**config.mk**
```make
export PLATFORM = sky130hd
export DESIGN_NAME = roman_numeral_encoder_flat
export DESIGN_NICKNAME = d
export VERILOG_FILES = /design/src/rtl/rne_pkg.sv /design/src/rtl/rne_if.sv /design/src/rtl/rne_front.sv /design/src/rtl/rne_queue.sv /design/src/rtl/rne_back.sv /design/src/rtl/roman_numeral_encoder.sv /design/src/flat_wrapper.sv
export SDC_FILE = /design/constraint.sdc
export NUM_CORES = 1
export LEC_CHECK = 0
export ABC_AREA = 1
export BUFFER_PORTS_ARGS = -buffer_cell sky130_fd_sc_hd__buf_2
export CAP_MARGIN = 20
export CORE_AREA = 10 10 119 78
export DETAILED_ROUTE_END_ITERATION = 8
export DIE_AREA = 0 0 129 88
export MAX_ROUTING_LAYER = met4
export PLACE_DENSITY = 0.68
export REMOVE_ABC_BUFFERS = 1
export SYNTH_ARGS = -nofsm -noshare
export SYNTH_HDL_FRONTEND = slang
export SYNTH_HIERARCHICAL = 1
export SYNTH_SLANG_ARGS = --single-unit
```
**constraint.sdc**
```tcl
create_clock -name clk -period 6.4 [get_ports clk]
set_input_delay 0.96 -clock clk [delete_from_list [all_inputs] [get_ports clk]]
set_output_delay 0.96 -clock clk [all_outputs]
set_load 0.05 [all_outputs]
```
**src/rtl/rne_pkg.sv**
```systemverilog
package rne_pkg;

	localparam int unsigned VALUE_W     = 12;
	localparam int unsigned LETTER_W    = 7;
	localparam int unsigned NUM_WEIGHTS = 13;
	localparam int unsigned IDX_W       = $clog2(NUM_WEIGHTS);
	localparam int unsigned QUEUE_DEPTH = 2;
	localparam int unsigned QPTR_W      = $clog2(QUEUE_DEPTH);
	localparam int unsigned QCNT_W      = $clog2(QUEUE_DEPTH + 1);

	localparam logic [VALUE_W-1:0] MAX_VALID = VALUE_W'(3999);

	localparam logic [LETTER_W-1:0] LTR_NONE = 7'h00;
	localparam logic [LETTER_W-1:0] LTR_I    = 7'h69;
	localparam logic [LETTER_W-1:0] LTR_V    = 7'h76;
	localparam logic [LETTER_W-1:0] LTR_X    = 7'h78;
	localparam logic [LETTER_W-1:0] LTR_L    = 7'h6c;
	localparam logic [LETTER_W-1:0] LTR_C    = 7'h63;
	localparam logic [LETTER_W-1:0] LTR_D    = 7'h64;
	localparam logic [LETTER_W-1:0] LTR_M    = 7'h6d;

	typedef struct packed {
		logic [VALUE_W-1:0] value;
		logic               range_error;
	} qentry_t;

	typedef struct packed {
		logic valid;
		logic full;
	} qstat_t;

	function automatic logic [VALUE_W-1:0] weight(input logic [IDX_W-1:0] idx);
		case (idx)
			4'd0:    return VALUE_W'(1000);
			4'd1:    return VALUE_W'(900);
			4'd2:    return VALUE_W'(500);
			4'd3:    return VALUE_W'(400);
			4'd4:    return VALUE_W'(100);
			4'd5:    return VALUE_W'(90);
			4'd6:    return VALUE_W'(50);
			4'd7:    return VALUE_W'(40);
			4'd8:    return VALUE_W'(10);
			4'd9:    return VALUE_W'(9);
			4'd10:   return VALUE_W'(5);
			4'd11:   return VALUE_W'(4);
			default: return VALUE_W'(1);
		endcase
	endfunction

	function automatic logic [LETTER_W-1:0] first_ltr(input logic [IDX_W-1:0] idx);
		case (idx)
			4'd0:    return LTR_M;
			4'd1:    return LTR_C;
			4'd2:    return LTR_D;
			4'd3:    return LTR_C;
			4'd4:    return LTR_C;
			4'd5:    return LTR_X;
			4'd6:    return LTR_L;
			4'd7:    return LTR_X;
			4'd8:    return LTR_X;
			4'd9:    return LTR_I;
			4'd10:   return LTR_V;
			4'd11:   return LTR_I;
			default: return LTR_I;
		endcase
	endfunction

	// LTR_NONE means the weight has a single letter
	function automatic logic [LETTER_W-1:0] second_ltr(input logic [IDX_W-1:0] idx);
		case (idx)
			4'd1:    return LTR_M;
			4'd3:    return LTR_D;
			4'd5:    return LTR_C;
			4'd7:    return LTR_L;
			4'd9:    return LTR_X;
			4'd11:   return LTR_V;
			default: return LTR_NONE;
		endcase
	endfunction

	// largest weight not above v
	function automatic logic [IDX_W-1:0] pick_idx(input logic [VALUE_W-1:0] v);
		logic [IDX_W-1:0] idx;
		idx = IDX_W'(NUM_WEIGHTS - 1);
		for (int i = NUM_WEIGHTS - 1; i >= 0; i--) begin
			if (v >= weight(IDX_W'(i)))
				idx = IDX_W'(i);
		end
		return idx;
	endfunction

endpackage

```
**src/rtl/rne_if.sv**
```systemverilog
interface rne_num_if;
	logic                             valid;
	logic                             ready;
	logic [rne_pkg::VALUE_W-1:0]      value;

	modport source (output valid, output value, input ready);
	modport sink   (input valid, input value, output ready);
endinterface

interface rne_ltr_if;
	logic                             valid;
	logic                             ready;
	logic [rne_pkg::LETTER_W-1:0]     letter;
	logic                             last;
	logic                             range_error;

	modport source (output valid, output letter, output last, output range_error, input ready);
	modport sink   (input valid, input letter, input last, input range_error, output ready);
endinterface

```
**src/rtl/rne_front.sv**
```systemverilog
module rne_front (
	rne_num_if.sink          num,
	input  rne_pkg::qstat_t  qstat,
	output logic             push,
	output rne_pkg::qentry_t push_data
);

	assign num.ready = !qstat.full;

	// zero has an empty numeral, so it never reaches the queue
	assign push                  = num.valid && !qstat.full && (num.value != '0);
	assign push_data.value       = num.value;
	assign push_data.range_error = num.value > rne_pkg::MAX_VALID;

endmodule

```
**src/rtl/rne_queue.sv**
```systemverilog
module rne_queue (
	input  logic             clk,
	input  logic             arst_n,
	input  logic             push,
	input  rne_pkg::qentry_t push_data,
	input  logic             pop,
	output rne_pkg::qstat_t  qstat,
	output rne_pkg::qentry_t head
);

	rne_pkg::qentry_t                   entry_q [rne_pkg::QUEUE_DEPTH];
	logic [rne_pkg::QPTR_W-1:0]         wr_ptr_q;
	logic [rne_pkg::QPTR_W-1:0]         rd_ptr_q;
	logic [rne_pkg::QCNT_W-1:0]         cnt_q;

	assign qstat.valid = cnt_q != '0;
	assign qstat.full  = cnt_q == rne_pkg::QCNT_W'(rne_pkg::QUEUE_DEPTH);
	assign head        = entry_q[rd_ptr_q];

	always_ff @(posedge clk) begin
		if (push)
			entry_q[wr_ptr_q] <= push_data;
	end

	always_ff @(posedge clk or negedge arst_n) begin
		if (!arst_n) begin
			wr_ptr_q <= '0;
			rd_ptr_q <= '0;
			cnt_q    <= '0;
		end else begin
			if (push)
				wr_ptr_q <= wr_ptr_q + 1'b1;
			if (pop)
				rd_ptr_q <= rd_ptr_q + 1'b1;
			case ({push, pop})
				2'b10:   cnt_q <= cnt_q + 1'b1;
				2'b01:   cnt_q <= cnt_q - 1'b1;
				default: cnt_q <= cnt_q;
			endcase
		end
	end

endmodule

```
**src/rtl/rne_back.sv**
```systemverilog
module rne_back (
	input  logic             clk,
	input  logic             arst_n,
	input  rne_pkg::qstat_t  qstat,
	input  rne_pkg::qentry_t head,
	output logic             pop,
	rne_ltr_if.source        ltr
);

	logic                             busy_q;
	logic [rne_pkg::VALUE_W-1:0]      val_q;
	logic                             err_q;
	logic                             sec_valid_q;
	logic [rne_pkg::LETTER_W-1:0]     sec_q;

	logic                             out_valid_q;
	logic [rne_pkg::LETTER_W-1:0]     letter_q;
	logic                             last_q;
	logic                             err_out_q;

	logic                             out_free;
	logic                             step;
	logic [rne_pkg::IDX_W-1:0]        idx;
	logic [rne_pkg::VALUE_W-1:0]      rem;
	logic [rne_pkg::LETTER_W-1:0]     sec_ltr;
	logic                             has_sec;

	logic [rne_pkg::LETTER_W-1:0]     nxt_letter;
	logic                             nxt_last;

	assign out_free = !out_valid_q || ltr.ready;
	assign pop      = !busy_q && qstat.valid;
	assign step     = busy_q && out_free;

	assign idx     = rne_pkg::pick_idx(val_q);
	assign rem     = val_q - rne_pkg::weight(idx);
	assign sec_ltr = rne_pkg::second_ltr(idx);
	assign has_sec = sec_ltr != rne_pkg::LTR_NONE;

	always_comb begin
		if (err_q) begin
			nxt_letter = rne_pkg::LTR_NONE;
			nxt_last   = 1'b1;
		end else if (sec_valid_q) begin
			nxt_letter = sec_q;
			nxt_last   = val_q == '0;
		end else begin
			nxt_letter = rne_pkg::first_ltr(idx);
			nxt_last   = !has_sec && (rem == '0);
		end
	end

	always_ff @(posedge clk or negedge arst_n) begin
		if (!arst_n) begin
			busy_q      <= 1'b0;
			sec_valid_q <= 1'b0;
			out_valid_q <= 1'b0;
		end else begin
			if (pop) begin
				busy_q      <= 1'b1;
				sec_valid_q <= 1'b0;
			end else if (step) begin
				if (nxt_last)
					busy_q <= 1'b0;
				sec_valid_q <= !err_q && !sec_valid_q && has_sec;
			end
			if (step)
				out_valid_q <= 1'b1;
			else if (ltr.ready)
				out_valid_q <= 1'b0;
		end
	end

	always_ff @(posedge clk) begin
		if (pop) begin
			val_q <= head.value;
			err_q <= head.range_error;
		end else if (step && !err_q && !sec_valid_q) begin
			val_q <= rem;
			sec_q <= sec_ltr;
		end
		if (step) begin
			letter_q  <= nxt_letter;
			last_q    <= nxt_last;
			err_out_q <= err_q;
		end
	end

	assign ltr.valid       = out_valid_q;
	assign ltr.letter      = letter_q;
	assign ltr.last        = last_q;
	assign ltr.range_error = err_out_q;

endmodule

```
**src/rtl/roman_numeral_encoder.sv**
```systemverilog
// Channel   Dir  Payload                          Transaction
// num       in   value[11:0]                      one value to convert
// numeral   out  letter[6:0], last, range_error   one ASCII letter of the numeral
//
// The back end loads a value, then emits its n letters, n = its letter count (1..15);
// one above 3999 gives a single blank letter with range_error, zero is dropped at the front.
// The back end's compare-subtract step emits one letter per cycle while numeral.ready allows it.
// A two-entry queue lets the front take values while the back end runs.
// Reset (arst_n low) empties queue and output register; letters wait while numeral.ready is low.
module roman_numeral_encoder (
	input  logic       clk,
	input  logic       arst_n,
	rne_num_if.sink    num,
	rne_ltr_if.source  numeral
);

	rne_pkg::qstat_t   qstat;
	rne_pkg::qentry_t  push_data;
	rne_pkg::qentry_t  head;
	logic              push;
	logic              pop;

	rne_front u_front (
		.num       (num),
		.qstat     (qstat),
		.push      (push),
		.push_data (push_data)
	);

	rne_queue u_queue (
		.clk       (clk),
		.arst_n    (arst_n),
		.push      (push),
		.push_data (push_data),
		.pop       (pop),
		.qstat     (qstat),
		.head      (head)
	);

	rne_back u_back (
		.clk    (clk),
		.arst_n (arst_n),
		.qstat  (qstat),
		.head   (head),
		.pop    (pop),
		.ltr    (numeral)
	);

`ifndef SYNTH
	a_push_not_full: assert property (@(posedge clk) disable iff (!arst_n)
		push |-> !qstat.full)
		else $error("push into full queue");

	a_pop_valid: assert property (@(posedge clk) disable iff (!arst_n)
		pop |-> qstat.valid)
		else $error("pop from empty queue");

	a_err_single: assert property (@(posedge clk) disable iff (!arst_n)
		numeral.valid && numeral.range_error |->
			numeral.last && (numeral.letter == rne_pkg::LTR_NONE))
		else $error("range error result not a lone blank letter");

	a_zero_dropped: assert property (@(posedge clk) disable iff (!arst_n)
		push |-> (push_data.value != '0))
		else $error("zero value entered the queue");
`endif

endmodule

```
**src/flat_wrapper.sv**
```systemverilog
// flat-port wrapper written by rule: the top's interface ports become plain ports
module roman_numeral_encoder_flat 
  (clk, arst_n, num_valid, num_value, num_ready, numeral_valid, numeral_letter, numeral_last, numeral_range_error, numeral_ready);
  rne_num_if num_i ();
  rne_ltr_if numeral_i ();
  input  logic clk;
  input  logic arst_n;
  input wire logic [$bits(num_i.valid)-1:0] num_valid;
  input wire logic [$bits(num_i.value)-1:0] num_value;
  output wire logic [$bits(num_i.ready)-1:0] num_ready;
  output wire logic [$bits(numeral_i.valid)-1:0] numeral_valid;
  output wire logic [$bits(numeral_i.letter)-1:0] numeral_letter;
  output wire logic [$bits(numeral_i.last)-1:0] numeral_last;
  output wire logic [$bits(numeral_i.range_error)-1:0] numeral_range_error;
  input wire logic [$bits(numeral_i.ready)-1:0] numeral_ready;
  assign num_i.valid = num_valid;
  assign num_i.value = num_value;
  assign num_ready = num_i.ready;
  assign numeral_valid = numeral_i.valid;
  assign numeral_letter = numeral_i.letter;
  assign numeral_last = numeral_i.last;
  assign numeral_range_error = numeral_i.range_error;
  assign numeral_i.ready = numeral_ready;
  roman_numeral_encoder u_core (.clk(clk), .arst_n(arst_n), .num(num_i), .numeral(numeral_i));
endmodule
```
After elaboration in Yosys (flattened, before gate mapping)
Memory sizes are Yosys's and may differ from the RTL's.
Index checks and enable logic that the tools add are counted.
Operators by class
  mux-type cells: 28
  equality and inequality tests: 9
  bitwise gates (word level): 1
  $lt $le $gt $ge: 13
  $add $sub $neg: 5
  reductions and logical operators: 28
Operators by type and width (number)
  $pmux 7 s6: 1
  $mux 4: 10
  $ge 12x10->1 const B: 2
  $ge 12x3->1 const B: 2
  $ge 12x4->1 const B: 2
  $ge 12x6->1 const B: 2
  $ge 12x7->1 const B: 2
  $ge 12x9->1 const B: 2
  $logic_not 12->1: 2
  $mux 12: 2
  $gt 12x12->1 const B: 1
  $reduce_bool 12->1: 1
  $reduce_bool 2->1: 6
  $sub 12x12->12: 1
  $mux 1: 11
  $logic_and 1x1->1: 9
  $eq 4x3->1 const B: 2
  $eq 4x4->1 const B: 2
  $mux 7: 1
  $reduce_bool 7->1: 1
  $logic_not 1->1: 6
  $mux 3: 2
  $eq 2x2->1 const B: 2
  $eq 4x1->1 const B: 1
  other kinds (9): 11
Storage, ports and cells
  bits in registers: 36
  word-level logic and storage cells: 99
  input port bits: 16
  RAM bits: 26
  memories kept: 3
  bits in read-only memories: 240
Memory list
  (no name shown): words 16, width 10, read ports 1, clocked after memory_dff 0, write ports 0, line rne_pkg.sv:33  | case (idx)
  (no name shown): words 16, width 5, read ports 1, clocked after memory_dff 0, write ports 0, line rne_pkg.sv:51  | case (idx)
  u_core.u_queue.entry_q: words 2, width 13, read ports 1, clocked after memory_dff 0, write ports 1, line rne_queue.sv:11  | rne_pkg::qentry_t entry_q [rne_pkg::QUEUE_DEPTH];

Depth between registers and ports, before layout
  depth after elaboration: 23
  gate-level depth with buffers: 30
  depth with buffers taken out: 30

Modules after synthesis
The synthesis kept the hierarchy.
By module, submodules not included
  rne_back: cells each 318, times used 1, seq. area each 885.8 µm², area an instance 2431.1 µm²
  rne_queue: cells each 92, times used 1, seq. area each 880.8 µm², area an instance 1214.9 µm²
  rne_front: cells each 28, times used 1, seq. area each 0.0 µm², area an instance 167.7 µm²

Worst setup path before layout
No wires, ideal clock.
  path type: reg-to-reg
  from: reg u_core/u_back/val_q[3] in the netlist's numbering
  to: reg u_core.u_back.busy_q
  data arrival time: 3.394 ns
  buffers on the path: 0
  setup time: 0.131 ns
  stages on the path, launching flop included: 24
  setup slack: 2.876 ns
  data required time: 6.269 ns
  cells stage by stage: edfxtp_1 nor2_2 nand2_1 o311a_1 nor2_4 inv_1 a21oi_2 inv_1 ha_1 inv_1 a21oi_1 ha_1 fa_1 inv_1 nand3_1 nand2_1 nand4_1 nand2_1 xor2_1 nand3_1 nor2_1 nand4_1 nand3_1 a21oi_1
Between the ends
  longest elaborated chain between the ends: 22
  elaborated cells between the ends (all ways): 42
  classes of those cells: add/sub: 1; order compare: 12; eq/ne: 6; mux: 15; reduce/logical: 7; memory: 1
Ends and longest elaborated chain
  from (decl): line rne_back.sv:11  | logic [rne_pkg::VALUE_W-1:0] val_q;
  from (signal assigned): line rne_back.sv:76  | val_q <= head.value;
  from (signal assigned): line rne_back.sv:79  | val_q <= rem;
  parallel branches: the longest is 18 deep, another holds $ge 12x3->1
  $mux 1 (*): line rne_back.sv:44  | end else if (sec_valid_q) begin
  $mux 1 (*): line rne_back.sv:41  | if (err_q) begin
  named net u_core.u_back.nxt_last: line rne_back.sv:29  | logic nxt_last;
  $reduce_bool 2->1 (no source line) (*)
  $reduce_and 2->1 (no source line) (*)
  to (signal assigned): line rne_back.sv:55  | busy_q <= 1'b0;
  to (signal assigned): line rne_back.sv:60  | busy_q <= 1'b1;
  to (signal assigned): line rne_back.sv:64  | busy_q <= 1'b0;
  to (decl): line rne_back.sv:10  | logic busy_q;
Mark *: on every way through the listed nets, which the timed path passes.
A chain may end at the register's enable or synchronous reset.

Worst setup path after layout
Ends and elaborated chain as after synthesis.

==> parameters.txt <==
Parameter                              Value

Yosys
  Unique masters post-synth ... 44
  Xor and xnor fraction of the mapped netlist area ... 2.067%
  Synth Area in Adders ... 5.774%
  Dominant synthesized flop cell ... sky130_fd_sc_hd__edfxtp_1
  Synthesis-stage register bit count ... 60
  Number of warnings reported in the yosys synthesis log ... 6
  Compound-Gate Fraction of Synth Area ... 12.04%
  Synthesized area ... 3814 um2
  Synthesized area per cell ... 8.707 um2
  Number of flops mapped to enable cells by yosys ... 53
  Async SR Flop Fraction ... 11.67%
  Cells after Synth ... 438
  Main combinational cell family by area after synthesis ... simple AND/OR/NAND/NOR gates
  Area share of and/or/nand/nor cells after synthesis ... 21.75%
  Mux share of post-synthesis cell area ... 0%
  Share of the yosys chip area belonging to registers ... 46.33%

STA
  Final clock skew ... 7.748 ps
  Unrepaired setup endpoints after global routing ... false
  Max-slew headroom ... 34.58%
  Highest clock frequency the design can meet ... 236.7 MHz
  Setup TNS ... 0 ps
  Final hold violation count ... 0
  Worst-margin pin slew ... 973.9 ps
  Finish-stage setup viols ... 0
  Ratio of final minimum period to clock period ... 66.02%
  Minimum clock period after layout ... 4225 ps
  Final number of max-transition violations ... 0

Worst setup path
  Reg-to-reg endpoint ... u_core/u_back/busy_q$_DFFE_PN0P_
  CP Data Arrival Time ... 4420 ps
  Startpoint type of the worst setup path ... register
  Critical path capture point type ... register
  Maximum fanout encountered on the critical timing path ... 6
  Type of the worst setup path ... register to register
  Reg-to-reg startpoint ... u_core/u_back/val_q[3]$_DFFE_PP_
  Register-to-register path setup slack ... 2170 ps
  Required time of the critical path ... 6590 ps
  Depth of the worst register-to-register path ... 22

CTS
  Buffer levels on the longest clock path ... 2
  Sinks on Clock Net ... 60
  CTS Root Buffer Type ... sky130_fd_sc_hd__clkbuf_16
  Setup Buffers After CTS ... 0
  # resized after CTS ... 0
  Latest clock arrival within the worst-skew pair ... 330 ps
  Number of H-tree branching levels ... 3
  Clock input transition at the sequential cells of the worst setup and hold paths ... 50 ps
  TritonCTS clock tree ... built
  Number of hold buffers added after cts ... 0
  Number of buffers created by CTS ... 9

Global routing
  Number of antenna violations at the first check in global routing ... 0
  All-Layer GR Usage ... 15.94%
  First-pass GRT wire length ... 13790 um
  Sum of overflow across all layers after global routing ... 0
  Via count of the first global-routing pass ... 2772
  Pin count of the biggest net entering global routing ... 28

Layout
  Final layout net count ... 491
  Antenna cells ... 0
  Share of layout cells above drive strength 1 ... 18.14%
  Area added between synthesis and finish ... 10.50%
  Fraction of the core area covered by cells at the end of the flow ... 59.46%
  Fillers ... 632

Run
  # Max-Cap Violations ... 0

Routing
  Initial drt markers ... 315
  First-pass iteration count of the detailed router ... 4
  Routed Wire Length ... 8159 um
  Post-route DRC ... 0
  Post-route antenna net violation count ... 0
  Via density per instance ... 5.155
  Detailed-route via count ... 2856
  Average wire per standard cell ... 14.73 um

Status
  Status ... finished, final reports clean

Die
  Area of the core region ... 7087 um2
  Initial Utilization ... 53.81%
  Width of the die ... 129 um
  Vertical die dimension ... 88 um
  Floorplan die area ... 11350 um2
  # rows ... 24
  Boundary Pins ... 27

Place
  Count of input and output buffers ... 26
  Half-perimeter wire length after placement ... 6366 um
  Final RePlAce weighted congestion ... 0.9571

Worst hold path
  Kind of path behind the tightest hold check ... primary input to async pin
## metal layers
metal  routed length, um  GRT usage (%)  vias up
li1                    -              -     1480
met1                4310          22.87     1278
met2                3176          21.46       94
met3                 609          3.621        4
met4                  61          5.139        0
met5                   0              -        -
## per-stage QoR
step | worst slack (ps) | instance area, um2 | cells | hold slack [ps]
2_1_floorplan | 2876 | 3666 | 420 | 441.7
3_3_place_gp | 2276 | 3910 | 537 | 456.2
3_5_place_dp | 2262 | 3910 | 537 | 475.3
4_1_cts | 2196 | 4203 | 553 | 453.9
5_1_grt | 1767 | 4214 | 554 | 461.1
6_report | 2175 | 4214 | 554 | 454.9
## cell usage after synthesis, drive strengths merged, types with 2 or more instances
| cell type | instances | area [um2] |
|---|---|---|
| o21ai | 39 | 221.5 |
| ha | 16 | 200.2 |
| nor3 | 9 | 61.31 |
| clkbuf | 2 | 7.510 |
| nor2 | 38 | 180.2 |
| a21oi | 22 | 140.1 |
| nand3 | 21 | 122.6 |
| nand4 | 8 | 50.05 |
| nand2 | 99 | 394.1 |
| buf | 16 | 140.1 |
| a31oi | 6 | 37.54 |
| dfrtp | 7 | 175.2 |
| xnor2 | 3 | 26.28 |
| o211ai | 3 | 27.52 |
| clkinv | 4 | 16.26 |
| xor2 | 6 | 52.55 |
| inv | 78 | 295.3 |
| edfxtp | 53 | 1592 |
## cell families (layout without fill, tap and decap cells)
family / Yosys count / count (layout)
buf+inv: 100 / 125
simple gates: 178 / 178
fa+ha+maj: 17 / 17
flops: 60 / 60
compound gates: 74 / 74
xor+xnor: 9 / 9
## worst max-delay path, cell delays in order (launching register included)
cell and delay [ps]:
sky130_fd_sc_hd__edfxtp_1 500, sky130_fd_sc_hd__nor2_2 230, sky130_fd_sc_hd__nand2_1 110, sky130_fd_sc_hd__o311a_1 330, sky130_fd_sc_hd__nor2_4 140, sky130_fd_sc_hd__inv_1 80
sky130_fd_sc_hd__a21oi_2 190, sky130_fd_sc_hd__inv_1 110, sky130_fd_sc_hd__ha_1 210, sky130_fd_sc_hd__a21oi_1 200, sky130_fd_sc_hd__inv_1 110, sky130_fd_sc_hd__a21oi_1 190
sky130_fd_sc_hd__ha_1 320, sky130_fd_sc_hd__a21oi_1 230, sky130_fd_sc_hd__nand2_1 140, sky130_fd_sc_hd__nand2_1 90, sky130_fd_sc_hd__nand2_1 80, sky130_fd_sc_hd__xor2_1 230
sky130_fd_sc_hd__nand2_1 100, sky130_fd_sc_hd__nor3_1 200, sky130_fd_sc_hd__nand4_1 120, sky130_fd_sc_hd__nand3_1 120, sky130_fd_sc_hd__a21oi_1 80
## layout by cell type, fill, tap and decap left out, types with 8 or more instances in the layout
master	instances
sky130_fd_sc_hd__nand2_1	94
sky130_fd_sc_hd__inv_1	70
sky130_fd_sc_hd__edfxtp_1	53
sky130_fd_sc_hd__nand4_1	8
sky130_fd_sc_hd__clkbuf_16	9
sky130_fd_sc_hd__buf_2	26
sky130_fd_sc_hd__nor2_1	29
sky130_fd_sc_hd__ha_1	16
sky130_fd_sc_hd__o21ai_0	29
sky130_fd_sc_hd__nand3_1	19
sky130_fd_sc_hd__a21oi_1	16
## final cells by class
class | count | area (um2) | area share [%]
clock inverters | 7 | 67.56 | 1.603
well taps | 91 | 113.9 | 2.702
clock buffers | 9 | 225.2 | 5.344
flip-flops and latches | 60 | 1767 | 41.92
repair buffers | 27 | 141.4 | 3.355
inverters | 82 | 311.5 | 7.393
multi-input cells | 278 | 1588 | 37.68
## state kept, by name, indices dropped and copies added (netlist names), 2 cells and up
register,count
u_core/u_back/ltr.letter,6
u_core/u_queue/cnt_q,2
u_core/u_back/val_q,12
u_core/u_back/sec_q,6
u_core/u_queue/entry_q,26
## worst max path at each step
stage	start	end	cells past startpoint
floorplan	u_core/u_back/val_q[3]$_DFFE_PP_	u_core/u_back/busy_q$_DFFE_PN0P_	23
global placement	u_core/u_back/val_q[3]$_DFFE_PP_	u_core/u_back/busy_q$_DFFE_PN0P_	24
detailed placement	u_core/u_back/val_q[3]$_DFFE_PP_	u_core/u_back/busy_q$_DFFE_PN0P_	24
CTS	u_core/u_back/val_q[3]$_DFFE_PP_	u_core/u_back/busy_q$_DFFE_PN0P_	22
global route	u_core/u_back/val_q[5]$_DFFE_PP_	u_core/u_back/busy_q$_DFFE_PN0P_	27
finish	u_core/u_back/val_q[3]$_DFFE_PP_	u_core/u_back/busy_q$_DFFE_PN0P_	22
Power is left out: the tool's default activity adds up to more than one toggle a clock period on the data nets, which glitch-free logic cannot reach.
